==> config.mk <==
export PLATFORM = sky130hd
export DESIGN_NAME = winch_soft_start_controller
export DESIGN_NICKNAME = d
export VERILOG_FILES = /design/src/rtl/wssc_pkg.sv /design/src/rtl/wssc_csr.sv /design/src/rtl/wssc_core.sv /design/src/rtl/winch_soft_start_controller.sv
export SDC_FILE = /design/constraint.sdc
export NUM_CORES = 1
export LEC_CHECK = 0
export BUFFER_PORTS_ARGS = -buffer_cell sky130_fd_sc_hd__buf_2
export CAP_MARGIN = 20
export CORE_UTILIZATION = 40
export DETAILED_ROUTE_END_ITERATION = 8
export GPL_TIMING_DRIVEN = 0
export REMOVE_ABC_BUFFERS = 1
export SYNTH_ARGS = -nofsm -noshare
export SYNTH_HDL_FRONTEND = slang
export SYNTH_SLANG_ARGS = --single-unit
==> constraint.sdc <==
create_clock -name clock -period 6.2 [get_ports clock]
set_input_delay 0.93 -clock clock [delete_from_list [all_inputs] [get_ports clock]]
set_output_delay 0.93 -clock clock [all_outputs]
set_load 0.01 [all_outputs]
==> src/rtl/wssc_pkg.sv <==
// Shared types and constants for the winch soft-start controller.
package wssc_pkg;

   // Width of the saturating elapsed-time counters.
   localparam int TIME_WIDTH = 16;
   // Width of the timing and current registers.
   localparam int REG_WIDTH = 16;
   // Compare width: wide enough for both a counter and a register.
   localparam int CMP_WIDTH = (TIME_WIDTH > REG_WIDTH) ? TIME_WIDTH : REG_WIDTH;
   localparam int TORQUE_WIDTH = 10;
   localparam int CSR_INDEX_WIDTH = 3;
   localparam int CSR_DATA_WIDTH = 16;
   localparam int CURRENT_WIDTH = 16;

   localparam logic [TORQUE_WIDTH-1:0] FULL_TORQUE = TORQUE_WIDTH'(1000);
   localparam logic [TIME_WIDTH-1:0] TIME_MAX = {TIME_WIDTH{1'b1}};

   typedef enum logic [1:0] {
      OP_TICK = 2'd0,
      OP_UP   = 2'd1,
      OP_DOWN = 2'd2,
      OP_NONE = 2'd3
   } op_type;

   typedef enum logic [1:0] {
      DIR_OFF      = 2'd0,
      DIR_UP       = 2'd1,
      DIR_DOWN     = 2'd2,
      DIR_OVERLOAD = 2'd3
   } dir_type;

   typedef enum logic [1:0] {
      PH_INIT  = 2'd0,
      PH_DELAY = 2'd1,
      PH_RAMP  = 2'd2,
      PH_FULL  = 2'd3
   } phase_type;

   typedef enum logic [CSR_INDEX_WIDTH-1:0] {
      CSR_START_TORQUE  = 3'd0,
      CSR_RAMP_STEP     = 3'd1,
      CSR_RAMP_PERIOD   = 3'd2,
      CSR_CONTACTOR_DLY = 3'd3,
      CSR_BLIND_TIME    = 3'd4,
      CSR_WINCH_LIMIT   = 3'd5,
      CSR_BOARD_LIMIT   = 3'd6,
      CSR_IDLE_TIMEOUT  = 3'd7
   } csr_index_type;

   typedef struct packed {
      logic [TORQUE_WIDTH-1:0] start_torque;
      logic [TORQUE_WIDTH-1:0] ramp_step;
      logic [REG_WIDTH-1:0]    ramp_period;
      logic [REG_WIDTH-1:0]    contactor_delay;
      logic [REG_WIDTH-1:0]    blind_time;
      logic [REG_WIDTH-1:0]    winch_current_limit;
      logic [REG_WIDTH-1:0]    board_current_limit;
      logic [REG_WIDTH-1:0]    idle_timeout;
   } cfg_type;

   typedef struct packed {
      op_type                   operation;
      logic                     switch_pressed;
      logic [CURRENT_WIDTH-1:0] load_current;
      logic                     winch_load_on;
      logic                     board_load_on;
   } item_type;

   typedef struct packed {
      dir_type                 direction;
      phase_type               phase;
      logic [TORQUE_WIDTH-1:0] torque;
      logic                    drive_enable;
      logic                    busy_led;
      logic                    power_cycle;
   } result_type;

endpackage

==> src/rtl/wssc_csr.sv <==
// Configuration register bank of the winch soft-start controller.
module wssc_csr
   import wssc_pkg::*;
(
   input  logic                       clock,
   input  logic                       reset,
   input  logic                       write_enable,
   input  logic [CSR_INDEX_WIDTH-1:0] index,
   input  logic [CSR_DATA_WIDTH-1:0]  write_data,
   output cfg_type                    cfg
);

   cfg_type cfg_ff, cfg_in;

   // Decode the register index and replace the addressed field.
   always_comb begin
      cfg_in = cfg_ff;
      if (write_enable) begin
         case (csr_index_type'(index))
            CSR_START_TORQUE:  cfg_in.start_torque = write_data[TORQUE_WIDTH-1:0];
            CSR_RAMP_STEP:     cfg_in.ramp_step = write_data[TORQUE_WIDTH-1:0];
            CSR_RAMP_PERIOD:   cfg_in.ramp_period = write_data[REG_WIDTH-1:0];
            CSR_CONTACTOR_DLY: cfg_in.contactor_delay = write_data[REG_WIDTH-1:0];
            CSR_BLIND_TIME:    cfg_in.blind_time = write_data[REG_WIDTH-1:0];
            CSR_WINCH_LIMIT:   cfg_in.winch_current_limit = write_data[REG_WIDTH-1:0];
            CSR_BOARD_LIMIT:   cfg_in.board_current_limit = write_data[REG_WIDTH-1:0];
            CSR_IDLE_TIMEOUT:  cfg_in.idle_timeout = write_data[REG_WIDTH-1:0];
            default:           cfg_in = cfg_ff;
         endcase
      end
   end

   // Registers take their documented defaults at reset.
   always_ff @(posedge clock) begin
      if (reset) begin
         cfg_ff.start_torque        <= TORQUE_WIDTH'(100);
         cfg_ff.ramp_step           <= TORQUE_WIDTH'(10);
         cfg_ff.ramp_period         <= REG_WIDTH'(10);
         cfg_ff.contactor_delay     <= REG_WIDTH'(100);
         cfg_ff.blind_time          <= REG_WIDTH'(200);
         cfg_ff.winch_current_limit <= REG_WIDTH'(1000);
         cfg_ff.board_current_limit <= REG_WIDTH'(500);
         cfg_ff.idle_timeout        <= REG_WIDTH'(60000);
      end else begin
         cfg_ff <= cfg_in;
      end
   end

   assign cfg = cfg_ff;

endmodule

==> src/rtl/wssc_core.sv <==
// Controller state and its update for one transaction.
module wssc_core
   import wssc_pkg::*;
(
   input  logic       clock,
   input  logic       reset,
   input  logic       item_fire,
   input  item_type   item,
   input  cfg_type    cfg,
   output result_type result
);

   dir_type                 dir_ff, dir_in;
   phase_type               phase_ff, phase_in;
   logic [TORQUE_WIDTH-1:0] torque_ff, torque_in;
   logic                    drive_ff, drive_in;
   logic                    led_ff, led_in;
   logic [TIME_WIDTH-1:0]   since_ff, since_in;
   logic [TIME_WIDTH-1:0]   phel_ff, phel_in;
   logic [TIME_WIDTH-1:0]   idle_ff, idle_in;

   logic [TIME_WIDTH-1:0]   since_inc, phel_inc, idle_inc;
   logic [TORQUE_WIDTH-1:0] start_level;
   logic [TORQUE_WIDTH:0]   ramp_sum;
   logic                    running;
   logic                    over;
   logic                    pulse;

   // Saturating counter steps and shared terms.
   always_comb begin
      since_inc = (since_ff == TIME_MAX) ? since_ff : since_ff + 1'b1;
      phel_inc  = (phel_ff == TIME_MAX) ? phel_ff : phel_ff + 1'b1;
      idle_inc  = (idle_ff == TIME_MAX) ? idle_ff : idle_ff + 1'b1;
      start_level = (cfg.start_torque > FULL_TORQUE) ? FULL_TORQUE : cfg.start_torque;
      ramp_sum = {1'b0, torque_ff} + {1'b0, cfg.ramp_step};
      running = (dir_ff == DIR_UP) || (dir_ff == DIR_DOWN);
      over = (item.winch_load_on &&
              (item.load_current >= cfg.winch_current_limit)) ||
             (item.board_load_on &&
              (item.load_current >= cfg.board_current_limit));
   end

   // Next state for a tick or a switch change.
   always_comb begin
      dir_in    = dir_ff;
      phase_in  = phase_ff;
      torque_in = torque_ff;
      drive_in  = drive_ff;
      led_in    = led_ff;
      since_in  = since_ff;
      phel_in   = phel_ff;
      idle_in   = idle_ff;
      pulse     = 1'b0;
      case (item.operation)
         OP_TICK: begin
            since_in = since_inc;
            phel_in  = phel_inc;
            idle_in  = idle_inc;
            if (CMP_WIDTH'(idle_inc) > CMP_WIDTH'(cfg.idle_timeout)) begin
               pulse   = 1'b1;
               idle_in = '0;
            end
            // The LED follows the direction held before this tick.
            if (running) begin
               led_in = item.board_load_on;
            end else begin
               led_in = (dir_ff == DIR_OVERLOAD);
            end
            if (running) begin
               idle_in = '0;
               if (over && (CMP_WIDTH'(since_inc) >= CMP_WIDTH'(cfg.blind_time))) begin
                  dir_in   = DIR_OVERLOAD;
                  drive_in = 1'b0;
               end else begin
                  case (phase_ff)
                     PH_INIT: begin
                        phel_in  = '0;
                        since_in = '0;
                        phase_in = PH_DELAY;
                     end
                     PH_DELAY: begin
                        if (CMP_WIDTH'(phel_inc) >= CMP_WIDTH'(cfg.contactor_delay)) begin
                           torque_in = start_level;
                           phase_in  = PH_RAMP;
                           phel_in   = '0;
                           since_in  = '0;
                           drive_in  = 1'b1;
                        end
                     end
                     PH_RAMP: begin
                        if (CMP_WIDTH'(phel_inc) >= CMP_WIDTH'(cfg.ramp_period)) begin
                           phel_in = '0;
                           if (ramp_sum <= {1'b0, FULL_TORQUE}) begin
                              torque_in = ramp_sum[TORQUE_WIDTH-1:0];
                           end else begin
                              torque_in = FULL_TORQUE;
                              phase_in  = PH_FULL;
                           end
                        end
                     end
                     default: begin
                        phase_in = phase_ff;
                     end
                  endcase
               end
            end
         end
         OP_UP, OP_DOWN: begin
            if (item.switch_pressed) begin
               // A press only starts a run from off.
               if (dir_ff == DIR_OFF) begin
                  dir_in    = (item.operation == OP_UP) ? DIR_UP : DIR_DOWN;
                  torque_in = start_level;
                  since_in  = '0;
               end
            end else if (dir_ff != DIR_OFF) begin
               // A release stops any run or overload; torque is kept.
               dir_in   = DIR_OFF;
               drive_in = 1'b0;
               phase_in = PH_INIT;
            end
         end
         default: begin
            dir_in = dir_ff;
         end
      endcase
   end

   // State registers advance once per accepted transaction.
   always_ff @(posedge clock) begin
      if (reset) begin
         dir_ff    <= DIR_OFF;
         phase_ff  <= PH_INIT;
         torque_ff <= '0;
         drive_ff  <= 1'b0;
         led_ff    <= 1'b0;
         since_ff  <= '0;
         phel_ff   <= '0;
         idle_ff   <= '0;
      end else if (item_fire) begin
         dir_ff    <= dir_in;
         phase_ff  <= phase_in;
         torque_ff <= torque_in;
         drive_ff  <= drive_in;
         led_ff    <= led_in;
         since_ff  <= since_in;
         phel_ff   <= phel_in;
         idle_ff   <= idle_in;
      end
   end

   // The result shows the state after the transaction.
   always_comb begin
      result.direction    = dir_in;
      result.phase        = phase_in;
      result.torque       = torque_in;
      result.drive_enable = drive_in;
      result.busy_led     = led_in;
      result.power_cycle  = pulse;
   end

endmodule

==> src/rtl/winch_soft_start_controller.sv <==
// Top level of the winch soft-start controller: channel registers and wiring.
//
// Usage: each request transaction is a tick (operation 0) or a change of the
// up or down switch (operation 1 or 2) with the switch level, motor current
// and load flags. Every request gives exactly one response transaction
// carrying direction, phase, torque, drive enable, LED level and the
// power-cycle pulse, as they stand after that request.
// Both channels use valid and stall; a transaction completes on a rising
// edge with valid high and stall low.
// A request taken at an edge is held in the request register, then processed
// by the core into the response register once that register is free.
// Throughput: one transaction per cycle while rsp_stall is low; the
// request and response registers let a new request enter while a response waits.
// When the receiver stalls, the response holds, one more request is held in
// the request register, and then req_stall rises.
// Configuration registers are written through csr_write_enable, csr_index
// and csr_write_data while no transaction is in flight.
// Reset (synchronous, active high) empties both registers, restores the
// register defaults and puts the controller off, in init, at zero torque.
module winch_soft_start_controller
   import wssc_pkg::*;
(
   input  logic                       clock,
   input  logic                       reset,
   input  logic                       req_valid,
   output logic                       req_stall,
   input  logic [1:0]                 req_operation,
   input  logic                       req_switch_pressed,
   input  logic [CURRENT_WIDTH-1:0]   req_load_current,
   input  logic                       req_winch_load_on,
   input  logic                       req_board_load_on,
   output logic                       rsp_valid,
   input  logic                       rsp_stall,
   output logic [1:0]                 rsp_direction,
   output logic [1:0]                 rsp_phase,
   output logic [TORQUE_WIDTH-1:0]    rsp_torque,
   output logic                       rsp_drive_enable,
   output logic                       rsp_busy_led,
   output logic                       rsp_power_cycle,
   input  logic                       csr_write_enable,
   input  logic [CSR_INDEX_WIDTH-1:0] csr_index,
   input  logic [CSR_DATA_WIDTH-1:0]  csr_write_data
);

   cfg_type    cfg;
   item_type   in_item_ff, in_item_in;
   logic       in_valid_ff, in_valid_in;
   result_type out_res_ff, out_res_in;
   logic       out_valid_ff, out_valid_in;
   result_type core_result;
   logic       out_free;
   logic       advance;
   logic       in_open;

   wssc_csr u_csr (
      .clock        (clock),
      .reset        (reset),
      .write_enable (csr_write_enable),
      .index        (csr_index),
      .write_data   (csr_write_data),
      .cfg          (cfg)
   );

   wssc_core u_core (
      .clock     (clock),
      .reset     (reset),
      .item_fire (advance),
      .item      (in_item_ff),
      .cfg       (cfg),
      .result    (core_result)
   );

   // Handshake: the request register moves on when the response register frees.
   always_comb begin
      out_free  = !out_valid_ff || !rsp_stall;
      advance   = in_valid_ff && out_free;
      in_open   = !in_valid_ff || advance;
      req_stall = !in_open;
   end

   // Request register.
   always_comb begin
      in_valid_in = in_valid_ff;
      in_item_in  = in_item_ff;
      if (in_open) begin
         in_valid_in              = req_valid;
         in_item_in.operation     = op_type'(req_operation);
         in_item_in.switch_pressed = req_switch_pressed;
         in_item_in.load_current  = req_load_current;
         in_item_in.winch_load_on = req_winch_load_on;
         in_item_in.board_load_on = req_board_load_on;
      end
   end

   // Response register.
   always_comb begin
      out_valid_in = out_valid_ff;
      out_res_in   = out_res_ff;
      if (out_free) begin
         out_valid_in = advance;
         out_res_in   = core_result;
      end
   end

   always_ff @(posedge clock) begin
      if (reset) begin
         in_valid_ff  <= 1'b0;
         out_valid_ff <= 1'b0;
      end else begin
         in_valid_ff  <= in_valid_in;
         out_valid_ff <= out_valid_in;
      end
   end

   always_ff @(posedge clock) begin
      in_item_ff <= in_item_in;
      out_res_ff <= out_res_in;
   end

   assign rsp_valid        = out_valid_ff;
   assign rsp_direction    = out_res_ff.direction;
   assign rsp_phase        = out_res_ff.phase;
   assign rsp_torque       = out_res_ff.torque;
   assign rsp_drive_enable = out_res_ff.drive_enable;
   assign rsp_busy_led     = out_res_ff.busy_led;
   assign rsp_power_cycle  = out_res_ff.power_cycle;

endmodule
==> flow_summary.yaml <==
clocking:
  cts.sinks: 220
  cts_buffer_depth: 3
  cts-root-buf: "clkbuf_16"
  cts_tree: "done"
  hold_buffers: 0
  clk_latency_ps: 550
  cts_max_level: 1
  clk_pin_slew_ps: 60
  cts_setup_buffers: 0
  numCtsBuffers: 26
  post_cts_resize_count: 0
placed_design:
  port_buffers: 63
  placed_cells: 1961
  place_area_um2: 13500
  hpwl_um: 24000
  gp_congestion: 0.922
  dpl_worst_slack_ps: 686
cells_and_area:
  layout.nets: 1754
  syn_to_final_growth_pct: 11.2
  fillers: 3089
  final_util_pct: 45.4
  final_cells: 2013
  drive_gt1_share_pct: 9.45
  final_area_um2: 14400
critical_path:
  arrival_ps: 6080
  cp-start-kind: "flop"
  criticalPathCategory: "flop to flop"
  crit_required_ps: 6640
  cp-end-kind: "flop"
  crit_fanout: 14
synth:
  synth-main-ff-cell: "dfxtp_1"
  synth.distinct_cells: 100
  synth_seq_cells: 220
  synth_seq_area_share_pct: 37.1
  yosysMostFrequentCell: "nand2_1"
  synth.area.top_cells: "dfxtp_1 28%, ha_1 12%, edfxtp_1 8.8%, nand2_1 8.4%, a21oi_1 5.6%"
  syn_avg_cell_area_um2: 8.28
  synth_enable_flop_cells: 38
  async_flop_share_pct: 0
  syn_inst: 1559
  yosysTopAreaCell: "dfxtp_1"
  yosysTopAreaCellShare_pct: 28.2
  yosys_warnings: 0
  synth_common_cells: "288 x nand2_1, 182 x dfxtp_1, 145 x a21oi_1"
  synthesis.area_um2: 12900
drt:
  drc: 0
  top_layer_used: "met5"
  wire_per_inst_um: 16.7
  wl_met2_um: 15500
  first_pass_iters: 5
  vias: 11100
  dr.first_iter.drc_count: 749
  ant_nets: 0
  met3_length_um: 1360
  drt-met1-wl_um: 15900
  viasPerCell: 5.50
  drt_wl_total_um: 33600
floorplanning:
  fp.dieH_um: 182
  io_pins: 64
  die_w_um: 182
  placementRows: 65
  die_area_um2: 33000
  start_util_pct: 40.8
  core_um2: 31600
global_routing:
  grt_max_degree: 74
  overflow: 0
  grt_pass1_vias: 10400
  globalRouteTotalUtil_pct: 20.2
  grt_pass1_wl_um: 53900
  antenna_found_initial: 5
sta:
  relSlewSlack_pct: 33.7
  fmax_mhz: 177
  fin_crit_sh_pct: 90.9
  hold_ws_ps: 452
  layout_min_cycle_time_ps: 5640
  finalHoldViolations: 0
  setup_viol: 0
  finalMaxSlewViolations: 0
  rsz0062_at_grt: "false"
  setup_ws_ps: 562
  setup-tns-final_ps: 0
  clock_skew_ps: 31.2
  worst_pin_slew_ps: 991
power_and_ir_drop:
  switchingPower_mw: 0.816
  clkPwrFrac_pct: 45.1
  comb_power_share_pct: 8.6
  power_density_nw_per_um2: 228
  switching_share_pct: 25.0
  power_mw: 3.27
  intPower_mw: 2.45
  leakagePower_nw: 5.79
  power_frac_seq_pct: 46.3
  vdd_drop_max_uv: 225
run_status:
  status: "completed"
run:
  cap_viol_max_count: 0
worst_hold_path:
  hold_class: "flop to flop"
## cells in the final DEF, fill, tap and decap left out, types with 12 or more instances in the layout
master	instances
a21o_1	19
a211oi_1	12
o21ai_1	24
edfxtp_1	38
nor3_1	23
buf_2	63
nor2_1	90
o21a_1	14
dfxtp_1	182
inv_1	123
a21oi_1	145
nand4_1	23
nand3_1	47
nor2b_1	12
a22oi_1	30
clkbuf_16	26
o21ai_0	27
xnor2_1	26
ha_1	119
o211ai_1	36
nand2_1	288
a31oi_1	22
and3_1	16
## registers in the layout, indices dropped and copies added (netlist names), 10 cells and up
name	count
u_core.torque_ff	10
u_core.idle_ff	16
in_item_ff	21
u_csr.cfg	116
u_core.since_ff	16
rsp_torque	10
u_core.phel_ff	16
## logic make-up after synthesis
family / share of synthesized area [%]
simple gates: 19.8
flops: 37.1
buf+inv: 6.48
fa+ha+maj: 11.7
mux: 1.22
xor+xnor: 2.51
compound gates: 21.2
## cell type report
| cell class | count | area [um2] | area share [%] |
|---|---|---|---|
| multi-input cells | 1142 | 7300 | 50.8 |
| clock inverters | 10 | 100 | 0.697 |
| diodes | 3 | 7.51 | 0.0523 |
| repair buffers | 75 | 465 | 3.24 |
| inverters | 124 | 467 | 3.25 |
| clock buffers | 37 | 732 | 5.10 |
| well taps | 402 | 503 | 3.50 |
| flip-flops and latches | 220 | 4780 | 33.3 |
## per-layer routing
metal / vias to the layer above / global-route usage, %
li1: 5577 / -
met1: 5178 / 26.8
met2: 253 / 34.1
met5: - / 0
met3: 51 / 2.83
met4: 4 / 5.90
## worst max-delay path, cell delays in order (launching register included)
cell       delay, ps
dfxtp_1          440
and3_1           280
and4_1           300
nand3_1          140
or2_1            250
or3_1            490
nor2b_1          290
nand3_1          150
xnor2_1          240
ha_1             340
a2111oi_0        420
o21ai_1          140
nand2_1          130
o2bb2ai_1        280
a21o_2           250
nor4_2           100
nor2_1           800
nand2_1          250
o31ai_1          230
## path summary, 6_finish.rpt
kind | start | slack (ps) | cells after the start | to
min | u_csr.cfg[89] | 450 | 2 | u_csr.cfg[89]
max reg2reg | u_core.phel_ff[3] | 560 | 18 | u_core.phel_ff[9]
min reg2reg | u_csr.cfg[89] | 450 | 2 | u_csr.cfg[89]
max | u_core.phel_ff[3] | 560 | 18 | u_core.phel_ff[9]
## power by group through the flow
stage / Sequential, mW / Clock, mW / Combinational (mW)
floorplan: 1.54 / 0 / 0.157
global placement: 1.55 / 0 / 0.269
detailed placement: 1.55 / 0 / 0.280
CTS: 1.52 / 1.51 / 0.281
global route: 1.52 / 1.57 / 0.313
finish: 1.52 / 1.48 / 0.280
(Power assumes the default switching activity.)
